<file path="src/rtl/core/pts_pkg.sv">
// shared types, constants and opcodes of the priority thread scheduler
`default_nettype none
package pts_pkg;
    localparam int THREAD_SLOTS   = 8;
    localparam int PERIODIC_SLOTS = 8;
    localparam int SLOT_W  = $clog2(THREAD_SLOTS);
    localparam int EVT_W   = $clog2(PERIODIC_SLOTS);
    localparam int LIVE_W  = $clog2(THREAD_SLOTS + 1);
    localparam int ECNT_W  = $clog2(PERIODIC_SLOTS + 1);
    localparam int QDEPTH  = 2;

    typedef enum logic [2:0] {
        OP_TICK     = 3'd0,
        OP_SCHEDULE = 3'd1,
        OP_ADD      = 3'd2,
        OP_KILL     = 3'd3,
        OP_SLEEP    = 3'd4,
        OP_BLOCK    = 3'd5,
        OP_PERIODIC = 3'd6,
        OP_NOP      = 3'd7
    } opcode_t;

    typedef enum logic [2:0] {
        ST_OK         = 3'd0,
        ST_NO_FREE    = 3'd1,
        ST_NO_THREADS = 3'd2,
        ST_NO_SUCH    = 3'd3,
        ST_EVT_LIMIT  = 3'd4,
        ST_NONE_READY = 3'd5
    } status_t;

    typedef struct packed {
        logic [2:0]  opcode;
        logic [7:0]  priority_req;
        logic [31:0] thread_id;
        logic [2:0]  block_slot;
        logic        block_flag;
        logic [31:0] sleep_duration;
        logic [31:0] event_period;
    } req_t;

    typedef struct packed {
        logic [2:0]  status;
        logic [2:0]  chosen_slot;
        logic [31:0] new_thread_id;
        logic        switch_request;
        logic [7:0]  fired_events;
        logic [31:0] time_now;
    } rsp_t;

    // decoded request handed from front to back
    typedef struct packed {
        opcode_t     op;
        logic [7:0]  prio;
        logic [31:0] thread_id;
        logic [2:0]  block_slot;
        logic        block_flag;
        logic [31:0] operand;
    } cmd_t;

    typedef enum logic [2:0] {
        EX_IDLE,
        EX_EVENTS,
        EX_WAKE,
        EX_WALK,
        EX_SEARCH,
        EX_LINK,
        EX_DONE
    } ex_state_t;
endpackage
`default_nettype wire

</file>
<file path="src/rtl/core/pts_front.sv">
// front end: accepts requests, decodes them and queues commands
`default_nettype none
module pts_front (
    input  wire logic          aclk,
    input  wire logic          aresetn,
    input  wire logic          s_valid,
    output logic               s_ready,
    input  wire pts_pkg::req_t s_data,
    output logic               cmd_valid,
    input  wire logic          cmd_ready,
    output pts_pkg::cmd_t      cmd_data
);
    localparam int PTR_W = $clog2(pts_pkg::QDEPTH);

    pts_pkg::cmd_t q_mem [pts_pkg::QDEPTH];
    logic [PTR_W-1:0] wr_ptr_reg, wr_ptr_next, rd_ptr_reg, rd_ptr_next;
    logic [PTR_W:0]   cnt_reg, cnt_next;
    pts_pkg::cmd_t    dec;
    logic             push, pop;

    // pick the one operand the opcode needs
    always_comb begin
        dec.op         = pts_pkg::opcode_t'(s_data.opcode);
        dec.prio       = s_data.priority_req;
        dec.thread_id  = s_data.thread_id;
        dec.block_slot = s_data.block_slot;
        dec.block_flag = s_data.block_flag;
        case (dec.op)
            pts_pkg::OP_SLEEP: dec.operand = s_data.sleep_duration;
            default:           dec.operand = s_data.event_period;
        endcase
    end

    assign s_ready   = (cnt_reg != (PTR_W+1)'(pts_pkg::QDEPTH));
    assign cmd_valid = (cnt_reg != '0);
    assign push      = s_valid && s_ready;
    assign pop       = cmd_valid && cmd_ready;
    assign cmd_data  = q_mem[rd_ptr_reg];

    always_comb begin
        wr_ptr_next = push ? wr_ptr_reg + 1'b1 : wr_ptr_reg;
        rd_ptr_next = pop ? rd_ptr_reg + 1'b1 : rd_ptr_reg;
        cnt_next    = cnt_reg + (PTR_W+1)'(push) - (PTR_W+1)'(pop);
    end

    always_ff @(posedge aclk) begin
        if (!aresetn) begin
            wr_ptr_reg <= '0;
            rd_ptr_reg <= '0;
            cnt_reg    <= '0;
        end else begin
            wr_ptr_reg <= wr_ptr_next;
            rd_ptr_reg <= rd_ptr_next;
            cnt_reg    <= cnt_next;
        end
    end

    always_ff @(posedge aclk) begin
        if (push) begin
            q_mem[wr_ptr_reg] <= dec;
        end
    end
endmodule
`default_nettype wire

</file>
<file path="src/rtl/core/pts_back.sv">
// back end: thread table, ring, event table and the slot-serial walks
`default_nettype none
module pts_back (
    input  wire logic          aclk,
    input  wire logic          aresetn,
    input  wire logic          cmd_valid,
    output logic               cmd_ready,
    input  wire pts_pkg::cmd_t cmd_data,
    output logic               m_valid,
    input  wire logic          m_ready,
    output pts_pkg::rsp_t      m_data
);
    localparam int SW = pts_pkg::SLOT_W;
    localparam int EW = pts_pkg::EVT_W;
    localparam int NS = pts_pkg::THREAD_SLOTS;
    localparam int NE = pts_pkg::PERIODIC_SLOTS;
    localparam int LW = pts_pkg::LIVE_W;
    localparam int CW = pts_pkg::ECNT_W;

    logic [NS-1:0] alive_reg, asleep_reg, blocked_reg;
    logic [7:0]    prio_mem  [NS];
    logic [31:0]   wake_mem  [NS];
    logic [SW-1:0] next_mem  [NS];
    logic [SW-1:0] prev_mem  [NS];
    logic [31:0]   id_mem    [NS];
    logic [31:0]   per_mem   [NE];
    logic [31:0]   last_mem  [NE];

    logic [SW-1:0] cur_reg;
    logic [LW-1:0] live_reg;
    logic [15:0]   idc_reg;
    logic [31:0]   tick_reg;
    logic [CW-1:0] ecnt_reg;

    pts_pkg::ex_state_t state_reg, state_next;
    pts_pkg::cmd_t cmd_reg;
    logic [SW:0]   idx_reg;     // step counter, one wider to hold the slot count
    logic [SW-1:0] node_reg, best_reg;
    logic [7:0]    bestp_reg;
    logic          found_reg;
    logic [7:0]    fired_reg;
    logic [SW-1:0] hit_reg;
    logic          hit_ok_reg;
    logic          outv_reg;
    logic          evt_full_reg;
    pts_pkg::rsp_t out_reg;

    logic [SW-1:0] sidx;
    logic [EW-1:0] eidx;
    logic [32:0]   due;
    logic          last_step, node_ready, better;
    logic          start, finish;

    assign sidx      = idx_reg[SW-1:0];
    assign eidx      = idx_reg[EW-1:0];
    assign due       = {1'b0, last_mem[eidx]} + {1'b0, per_mem[eidx]};
    assign node_ready = alive_reg[node_reg] && !asleep_reg[node_reg] && !blocked_reg[node_reg];
    assign better    = !found_reg || (prio_mem[node_reg] < bestp_reg);
    assign last_step = (idx_reg == (SW+1)'(NS - 1));
    assign start     = cmd_valid && cmd_ready;
    assign cmd_ready = (state_reg == pts_pkg::EX_IDLE);
    assign finish    = (state_reg == pts_pkg::EX_DONE) && (!outv_reg || m_ready);
    assign m_valid   = outv_reg;
    assign m_data    = out_reg;

    always_comb begin
        state_next = state_reg;
        unique case (state_reg)
            pts_pkg::EX_IDLE: begin
                if (cmd_valid) begin
                    case (cmd_data.op)
                        pts_pkg::OP_TICK:
                            state_next = (ecnt_reg != '0) ? pts_pkg::EX_EVENTS
                                                          : pts_pkg::EX_WAKE;
                        pts_pkg::OP_SCHEDULE:
                            state_next = (live_reg != '0) ? pts_pkg::EX_WALK
                                                          : pts_pkg::EX_DONE;
                        pts_pkg::OP_ADD, pts_pkg::OP_KILL:
                            state_next = pts_pkg::EX_SEARCH;
                        default: state_next = pts_pkg::EX_DONE;
                    endcase
                end
            end
            pts_pkg::EX_EVENTS: begin
                if ((idx_reg + 1'b1) >= (SW+1)'(ecnt_reg) || idx_reg == (SW+1)'(NE - 1))
                    state_next = pts_pkg::EX_WAKE;
            end
            pts_pkg::EX_WAKE:   if (last_step) state_next = pts_pkg::EX_DONE;
            pts_pkg::EX_WALK:   if (last_step) state_next = pts_pkg::EX_DONE;
            pts_pkg::EX_SEARCH: if (last_step) state_next = pts_pkg::EX_LINK;
            pts_pkg::EX_LINK:   state_next = pts_pkg::EX_DONE;
            pts_pkg::EX_DONE:   if (finish) state_next = pts_pkg::EX_IDLE;
            default:            state_next = pts_pkg::EX_IDLE;
        endcase
    end

    always_ff @(posedge aclk) begin
        if (!aresetn) begin
            state_reg <= pts_pkg::EX_IDLE;
        end else begin
            state_reg <= state_next;
        end
    end

    // step counter and walk registers
    always_ff @(posedge aclk) begin
        if (start) begin
            cmd_reg    <= cmd_data;
            idx_reg    <= '0;
            node_reg   <= next_mem[cur_reg];
            found_reg  <= 1'b0;
            fired_reg  <= '0;
            hit_ok_reg <= 1'b0;
            hit_reg    <= '0;
        end else begin
            unique case (state_reg)
                pts_pkg::EX_EVENTS: begin
                    if (state_next == pts_pkg::EX_WAKE) idx_reg <= '0;
                    else idx_reg <= idx_reg + 1'b1;
                    if ({1'b0, tick_reg} >= due && idx_reg < (SW+1)'(8))
                        fired_reg[idx_reg[2:0]] <= 1'b1;
                end
                pts_pkg::EX_WAKE: idx_reg <= idx_reg + 1'b1;
                pts_pkg::EX_WALK: begin
                    if (node_ready && better) begin
                        found_reg <= 1'b1;
                        best_reg  <= node_reg;
                        bestp_reg <= prio_mem[node_reg];
                    end
                    node_reg <= next_mem[node_reg];
                    idx_reg  <= idx_reg + 1'b1;
                end
                pts_pkg::EX_SEARCH: begin
                    // lowest free slot for add, lowest live id match for kill
                    if (!hit_ok_reg) begin
                        if (cmd_reg.op == pts_pkg::OP_ADD ? !alive_reg[sidx]
                            : (alive_reg[sidx] && id_mem[sidx] == cmd_reg.thread_id)) begin
                            hit_ok_reg <= 1'b1;
                            hit_reg    <= sidx;
                        end
                    end
                    idx_reg <= idx_reg + 1'b1;
                end
                default: ;
            endcase
        end
    end

    // table updates
    always_ff @(posedge aclk) begin
        if (!aresetn) begin
            alive_reg   <= '0;
            asleep_reg  <= '0;
            blocked_reg <= '0;
            cur_reg     <= '0;
            live_reg    <= '0;
            idc_reg     <= '0;
            tick_reg    <= '0;
            ecnt_reg    <= '0;
        end else begin
            if (start && cmd_data.op == pts_pkg::OP_TICK) tick_reg <= tick_reg + 1'b1;
            if (state_reg == pts_pkg::EX_WAKE && alive_reg[sidx] && asleep_reg[sidx]
                && wake_mem[sidx] == tick_reg)
                asleep_reg[sidx] <= 1'b0;
            if (start) begin
                case (cmd_data.op)
                    pts_pkg::OP_SLEEP: if (live_reg != '0) asleep_reg[cur_reg] <= 1'b1;
                    pts_pkg::OP_BLOCK:
                        blocked_reg[cmd_data.block_slot[SW-1:0]] <= cmd_data.block_flag;
                    pts_pkg::OP_PERIODIC:
                        if (ecnt_reg != CW'(NE)) ecnt_reg <= ecnt_reg + 1'b1;
                    default: ;
                endcase
            end
            if (state_reg == pts_pkg::EX_WALK && last_step) begin
                if (found_reg || (node_ready && better))
                    cur_reg <= (node_ready && better) ? node_reg : best_reg;
            end
            if (state_reg == pts_pkg::EX_LINK && hit_ok_reg) begin
                if (cmd_reg.op == pts_pkg::OP_ADD) begin
                    alive_reg[hit_reg]   <= 1'b1;
                    asleep_reg[hit_reg]  <= 1'b0;
                    blocked_reg[hit_reg] <= 1'b0;
                    live_reg <= live_reg + 1'b1;
                    idc_reg  <= idc_reg + 1'b1;
                end else if (live_reg != '0) begin
                    alive_reg[hit_reg] <= 1'b0;
                    live_reg <= live_reg - 1'b1;
                end
            end
        end
    end

    // payload stores
    always_ff @(posedge aclk) begin
        if (start && cmd_data.op == pts_pkg::OP_SLEEP && live_reg != '0)
            wake_mem[cur_reg] <= tick_reg + cmd_data.operand;
        if (start && cmd_data.op == pts_pkg::OP_PERIODIC && ecnt_reg != CW'(NE)) begin
            per_mem[ecnt_reg[EW-1:0]]  <= cmd_data.operand;
            last_mem[ecnt_reg[EW-1:0]] <= tick_reg + 32'(ecnt_reg);
        end
        if (state_reg == pts_pkg::EX_EVENTS && {1'b0, tick_reg} >= due)
            last_mem[eidx] <= tick_reg;
        if (state_reg == pts_pkg::EX_LINK && hit_ok_reg) begin
            if (cmd_reg.op == pts_pkg::OP_ADD) begin
                prio_mem[hit_reg] <= cmd_reg.prio;
                id_mem[hit_reg]   <= {idc_reg, 16'(hit_reg)};
                if (live_reg == '0) begin
                    next_mem[hit_reg] <= hit_reg;
                    prev_mem[hit_reg] <= hit_reg;
                end else begin
                    prev_mem[hit_reg]           <= cur_reg;
                    next_mem[hit_reg]           <= next_mem[cur_reg];
                    next_mem[cur_reg]           <= hit_reg;
                    prev_mem[next_mem[cur_reg]] <= hit_reg;
                end
            end else if (live_reg != '0) begin
                prev_mem[next_mem[hit_reg]] <= prev_mem[hit_reg];
                next_mem[prev_mem[hit_reg]] <= next_mem[hit_reg];
            end
        end
    end

    // result register, built from state as it stands in the done step
    always_ff @(posedge aclk) begin
        if (!aresetn) begin
            outv_reg <= 1'b0;
        end else begin
            if (m_valid && m_ready) outv_reg <= 1'b0;
            if (finish) outv_reg <= 1'b1;
        end
    end

    always_ff @(posedge aclk) begin
        if (finish) begin
            out_reg.status         <= pts_pkg::ST_OK;
            out_reg.chosen_slot    <= '0;
            out_reg.new_thread_id  <= '0;
            out_reg.switch_request <= 1'b0;
            out_reg.fired_events   <= '0;
            out_reg.time_now       <= tick_reg;
            case (cmd_reg.op)
                pts_pkg::OP_TICK: begin
                    out_reg.switch_request <= 1'b1;
                    out_reg.fired_events   <= fired_reg;
                end
                pts_pkg::OP_SCHEDULE: begin
                    if (live_reg == '0) out_reg.status <= pts_pkg::ST_NO_THREADS;
                    else if (!found_reg) out_reg.status <= pts_pkg::ST_NONE_READY;
                    else begin
                        out_reg.chosen_slot    <= 3'(cur_reg);
                        out_reg.switch_request <= 1'b1;
                    end
                end
                pts_pkg::OP_ADD: begin
                    if (!hit_ok_reg) out_reg.status <= pts_pkg::ST_NO_FREE;
                    else begin
                        out_reg.chosen_slot   <= 3'(hit_reg);
                        out_reg.new_thread_id <= id_mem[hit_reg];
                    end
                end
                pts_pkg::OP_KILL: begin
                    // live count already dropped on a hit, so test the hit first
                    if (hit_ok_reg) out_reg.switch_request <= (hit_reg == cur_reg);
                    else if (live_reg == '0) out_reg.status <= pts_pkg::ST_NO_THREADS;
                    else out_reg.status <= pts_pkg::ST_NO_SUCH;
                end
                pts_pkg::OP_SLEEP: begin
                    if (live_reg == '0) out_reg.status <= pts_pkg::ST_NO_THREADS;
                    else out_reg.switch_request <= 1'b1;
                end
                pts_pkg::OP_PERIODIC: begin
                    if (evt_full_reg) out_reg.status <= pts_pkg::ST_EVT_LIMIT;
                end
                default: ;
            endcase
        end
    end

    // event table was already full when the add was taken
    always_ff @(posedge aclk) begin
        if (start) evt_full_reg <= (ecnt_reg == CW'(NE));
    end
endmodule
`default_nettype wire

</file>
<file path="src/rtl/core/priority_thread_scheduler_unit.sv">
// top level of the priority thread scheduler
// simple operations go straight to done; schedule walks the ring; add and kill
// search the slots then link; a tick checks the events in use, then the slots
// throughput: one request at a time in the back end, set by the slot-serial walk
// the front queue holds two more requests
// reset: synchronous active-low aresetn clears the slot marks, counters and queue
`default_nettype none
module priority_thread_scheduler_unit (
    input  wire logic          aclk,
    input  wire logic          aresetn,
    input  wire logic          s_valid,
    output logic               s_ready,
    input  wire pts_pkg::req_t s_data,
    output logic               m_valid,
    input  wire logic          m_ready,
    output pts_pkg::rsp_t      m_data
);
    logic          cmd_valid, cmd_ready;
    pts_pkg::cmd_t cmd_data;

    pts_front u_front (
        .aclk, .aresetn, .s_valid, .s_ready, .s_data,
        .cmd_valid, .cmd_ready, .cmd_data
    );

    pts_back u_back (
        .aclk, .aresetn, .cmd_valid, .cmd_ready, .cmd_data,
        .m_valid, .m_ready, .m_data
    );
endmodule
`default_nettype wire

</file>
<file path="config.mk">
export PLATFORM = sky130hd
export DESIGN_NAME = priority_thread_scheduler_unit
export DESIGN_NICKNAME = d
export VERILOG_FILES = /design/src/rtl/core/pts_pkg.sv /design/src/rtl/core/pts_front.sv /design/src/rtl/core/pts_back.sv /design/src/rtl/core/priority_thread_scheduler_unit.sv
export SDC_FILE = /design/constraint.sdc
export NUM_CORES = 2
export LEC_CHECK = 0
export BUFFER_PORTS_ARGS = -buffer_cell sky130_fd_sc_hd__buf_2
export CORE_ASPECT_RATIO = 0.9
export CORE_MARGIN = 1
export CORE_UTILIZATION = 55
export DETAILED_ROUTE_END_ITERATION = 12
export GPL_TIMING_DRIVEN = 0
export PLACE_DENSITY = 0.7
export SKIP_LAST_GASP = 1
export SLEW_MARGIN = 20
export SYNTH_ARGS = -nofsm -noshare
export SYNTH_HDL_FRONTEND = slang
export SYNTH_HIERARCHICAL = 1
export SYNTH_SLANG_ARGS = --single-unit
</file>
<file path="constraint.sdc">
create_clock -name aclk -period 17.15 [get_ports aclk]
set_clock_uncertainty 0.2 [all_clocks]
set_input_delay 0.8575 -clock aclk [delete_from_list [all_inputs] [get_ports aclk]]
set_output_delay 0.8575 -clock aclk [all_outputs]
set_load 0.01 [all_outputs]
</file>
==> summary.md <==
| Metric | Value |
|---|---|
| Remaining global-route overflow | `0` |
| Number of max-slew violations in the final report | `0` |
| Final Worst Setup Slack | `6.35 ns` |
| Pin count of the biggest net entering global routing | `54` |
| Fraction of layout cells with a size suffix above 1 | `26.3%` |
| Count of flip-flops with a built-in enable after synthesis | `1314` |
| Result of the run | `finished clean` |
| Worst slew margin relative to its limit | `26.8%` |
| Leakage power total | `23.8 nW` |
| Post-DP HPWL | `117 mm` |
| Wire length of the first global-routing pass | `239 mm` |
| Count of cells resized by post-cts repair | `0` |
| Total Power | `0.0103 W` |
| Period minus WS final | `10.80 ns` |
| Detailed router's first-iteration violation count | `4040` |
| Highest attainable clock frequency | `92.6 MHz` |
| Per-instance average area after synthesis | `16.9 um2` |
| Per-cell via count in the routed design | `6.32` |
| Number of buffers inserted by hold repair at cts | `0` |
| Post-synthesis cell type count | `81` |
| Required time reported for the critical path endpoint | `17.44 ns` |
| Unrepaired setup endpoints after global routing | `false` |
| Buffer type at the clock tree root | `sky130_fd_sc_hd__clkbuf_16` |
| Setup slack at placement | `6.74 ns` |
| Setup Viol. Count Final | `0` |
| Total of fill cells in the finished design | `7777` |
| Slew of the pin with the lowest slew margin | `1.10 ns` |
| Largest vdd supply drop | `0.111 mV` |
| Chip width | `357 um` |
| Final net count | `4353` |
| Total count of hold-check failures in the final report | `0` |
| Number of CTS-inserted buffers | `144` |
| Crit path largest cell delay | `0.85 ns` |
| Pre-antenna DRT Iters | `6` |
| Die footprint | `0.115 mm2` |
| Mapped cell area | `0.0625 mm2` |
| Critical path class | `flip-flop to flip-flop` |
| Number of sinks driven by the clock tree | `1435` |
| WP data arrival | `11.10 ns` |
| Post-CTS setup-driven buffer insertion count | `0` |
| RD Place Congestion | `0.942` |
| Die span in y | `322 um` |
| Clock tree from TritonCTS | `built` |
| Vias in the first global route | `35446` |
| Sequential area share after synthesis | `67.0%` |
| Total routing usage reported by global routing | `29.1%` |
| Flip-flop and latch count after synthesis | `1435` |
| Top-Level Pins | `196` |
| Standard-cell row count | `116` |
| Hold/Removal Path Class | `primary input to flip-flop` |
| Clock latency at the later pin of the worst-skew pair | `0.76 ns` |
| Remaining DRCs | `0` |
| Initial cell density of the core | `55.9%` |
| Post-route ant nets | `0` |
| CP startpoint kind | `flip-flop` |
| Total power per unit cell area | `144 mW/mm2` |
| Most frequently used flop master after synthesis | `sky130_fd_sc_hd__edfxtp_1` |
| Max-cap violations | `0` |
| CP endpoint kind | `flip-flop` |
| Post-synthesis to final-layout area growth | `14.4%` |
| Port Buffers | `182` |
| Syn. warnings | `6` |
| Via count of the routed design | `36074` |
| Routed Wire Length | `165 mm` |
| Maximum fanout count along the critical path | `14` |
| Gate count of the mapped netlist | `3700` |
| Antenna violations before repair | `3` |
| Routed wire per std cell | `28.9 um` |
| Cell with the largest stage delay on the worst path | `sky130_fd_sc_hd__a211oi_1` |
| Clock-pin slew of the registers on the worst-case setup and hold paths | `0.06 ns` |
| Final-layout setup total negative slack | `0 ns` |
| Async set-reset flop share out of synthesis | `0%` |
| Critical path's most frequent cell | `sky130_fd_sc_hd__a21o_1` |
| Number of levels the H-tree was split into | `4` |
| Maximum clock path buffer count | `3` |
| Core area | `0.112 mm2` |
| Fraction of the cycle the final worst path needs | `63.0%` |
-- per-layer routing --
layer | global-route usage, % | share of wire (%) | vias to the layer above
li1 | - | - | 15501
met2 | 43.5 | 45 | 1747
met4 | 10.2 | 3.5 | 0
met1 | 42.1 | 42 | 18550
met5 | 0 | 0 | -
met3 | 6.79 | 9.4 | 276
-- worst max-delay path: cells and delay by family, from the launching register on --
| family | cells | cell delay (ns) |
|---|---|---|
| mux | 2 | 0.70 |
| fa+ha+maj | 3 | 0.66 |
| simple gates | 1 | 0.16 |
| flops | 1 | 0.40 |
| buf+inv | 9 | 4.23 |
| compound gates | 15 | 3.99 |
| xor+xnor | 1 | 0.10 |
-- cell usage in the layout, fill, tap and decap left out, types with 22 or more instances in the layout --
cell type / instances
sky130_fd_sc_hd__clkbuf_1: 138
sky130_fd_sc_hd__nand3_1: 61
sky130_fd_sc_hd__clkinv_1: 27
sky130_fd_sc_hd__ha_1: 118
sky130_fd_sc_hd__dfxtp_1: 121
sky130_fd_sc_hd__mux4_2: 310
sky130_fd_sc_hd__mux2_2: 227
sky130_fd_sc_hd__clkinv_2: 27
sky130_fd_sc_hd__nand2_1: 154
sky130_fd_sc_hd__inv_1: 51
sky130_fd_sc_hd__mux2i_1: 99
sky130_fd_sc_hd__and3_1: 22
sky130_fd_sc_hd__nand4_1: 33
sky130_fd_sc_hd__buf_2: 207
sky130_fd_sc_hd__nor2_1: 198
sky130_fd_sc_hd__nand2b_1: 31
sky130_fd_sc_hd__nor3_1: 40
sky130_fd_sc_hd__buf_16: 31
sky130_fd_sc_hd__xor2_1: 50
sky130_fd_sc_hd__a21oi_1: 112
sky130_fd_sc_hd__buf_4: 40
sky130_fd_sc_hd__clkbuf_16: 147
sky130_fd_sc_hd__xnor2_1: 129
sky130_fd_sc_hd__a31oi_1: 23
sky130_fd_sc_hd__a21o_1: 45
sky130_fd_sc_hd__o21ai_0: 82
sky130_fd_sc_hd__buf_1: 33
sky130_fd_sc_hd__edfxtp_1: 1314
-- final timing paths --
path,slack (ns),start,cells after the start,endpoint
worst max-delay path,6.35,flip-flop,31,u_back/last_mem[4][22]$_DFFE_PP_
worst min-delay path,0.08,s_data[96],1,u_front/q_mem[0][64]$_DFFE_PP_
worst max register to register,6.35,flip-flop,31,u_back/last_mem[4][22]$_DFFE_PP_
worst min register to register,0.28,u_back/fired_reg[2]$_SDFFE_PP0P_,1,u_back/fired_reg[2]$_SDFFE_PP0P_
-- through the flow --
step	cell area [um2]	cells	hold WS (ns)	util (%)
finish	71500	5710	0.0819	63.9
global route	71500	5709	0.0634	63.9
CTS	71500	5707	0.0443	63.9
detailed placement	66900	5444	0.262	59.8
global placement	65300	5369	0.253	58.4
floorplan	62500	3712	0.232	-
-- layout make-up --
cell class,instances,area [um2],area share (%)
sequential,1435,41900,58.6
multi-input combinational,2022,19800,27.6
clock buffer,182,3830,5.36
timing repair buffer,258,2290,3.21
tap,1475,1850,2.58
buffer,193,893,1.25
clock inverter,81,759,1.06
inverter,62,239,0.334
antenna,2,5.00,0.00700
-- power breakdown --
part           leakage (nW)  total (W)  switching [W]  internal [W]
Clock                  2.24    0.00309        0.00133       0.00176
Sequential             13.0    0.00427      0.0000984       0.00417
Combinational          8.57    0.00296        0.00174       0.00122
-- cell families after synthesis --
group                      count (synthesis)  share of synthesized area [%]
AOI/OAI and AO/OA                        396                           4.07
xor gates and xnor gates                 179                           2.51
adders and majority gates                122                           2.49
buffers and inverters                    255                           1.80
DFF                                     1435                           67.0
muxes                                    638                           16.9
other                                      1                        0.00600
and+or+nand+nor                          674                           5.24
-- synthesized netlist by cell type, types with 5 or more instances --
library cell	n	share of area [%]
sky130_fd_sc_hd__edfxtp_1	1314	63
sky130_fd_sc_hd__mux4_2	310	11
sky130_fd_sc_hd__mux2_2	227	4.1
sky130_fd_sc_hd__nor2_1	210	1.3
sky130_fd_sc_hd__nand2_1	154	0.92
sky130_fd_sc_hd__xnor2_1	129	1.8
sky130_fd_sc_hd__dfxtp_1	121	3.9
sky130_fd_sc_hd__ha_1	118	2.4
sky130_fd_sc_hd__a21oi_1	112	0.90
sky130_fd_sc_hd__clkbuf_1	107	0.64
sky130_fd_sc_hd__mux2i_1	99	1.6
sky130_fd_sc_hd__o21ai_0	82	0.66
sky130_fd_sc_hd__nand3_1	61	0.49
sky130_fd_sc_hd__inv_1	60	0.36
sky130_fd_sc_hd__xor2_1	50	0.70
sky130_fd_sc_hd__a21o_1	45	0.54
sky130_fd_sc_hd__nor3_1	45	0.36
sky130_fd_sc_hd__buf_1	34	0.20
sky130_fd_sc_hd__nand4_1	33	0.33
sky130_fd_sc_hd__nand2b_1	31	0.31
sky130_fd_sc_hd__buf_2	25	0.20
sky130_fd_sc_hd__a31oi_1	23	0.23
sky130_fd_sc_hd__and3_1	23	0.23
sky130_fd_sc_hd__and2_1	20	0.20
sky130_fd_sc_hd__or3_1	20	0.20
sky130_fd_sc_hd__nor4_1	19	0.19
sky130_fd_sc_hd__o21bai_1	19	0.23
sky130_fd_sc_hd__a211oi_1	18	0.22
sky130_fd_sc_hd__buf_4	15	0.18
sky130_fd_sc_hd__nor2b_1	14	0.14
sky130_fd_sc_hd__o21a_1	13	0.16
sky130_fd_sc_hd__o22ai_1	12	0.12
sky130_fd_sc_hd__buf_6	10	0.18
sky130_fd_sc_hd__o31ai_1	8	0.096
sky130_fd_sc_hd__or4_1	7	0.084
sky130_fd_sc_hd__a2111oi_0	6	0.084
sky130_fd_sc_hd__or2_2	6	0.060
sky130_fd_sc_hd__a21boi_0	5	0.060
sky130_fd_sc_hd__and4_1	5	0.070
sky130_fd_sc_hd__nand3b_1	5	0.060
sky130_fd_sc_hd__o211ai_1	5	0.060
Power figures use the tool's default switching activity.
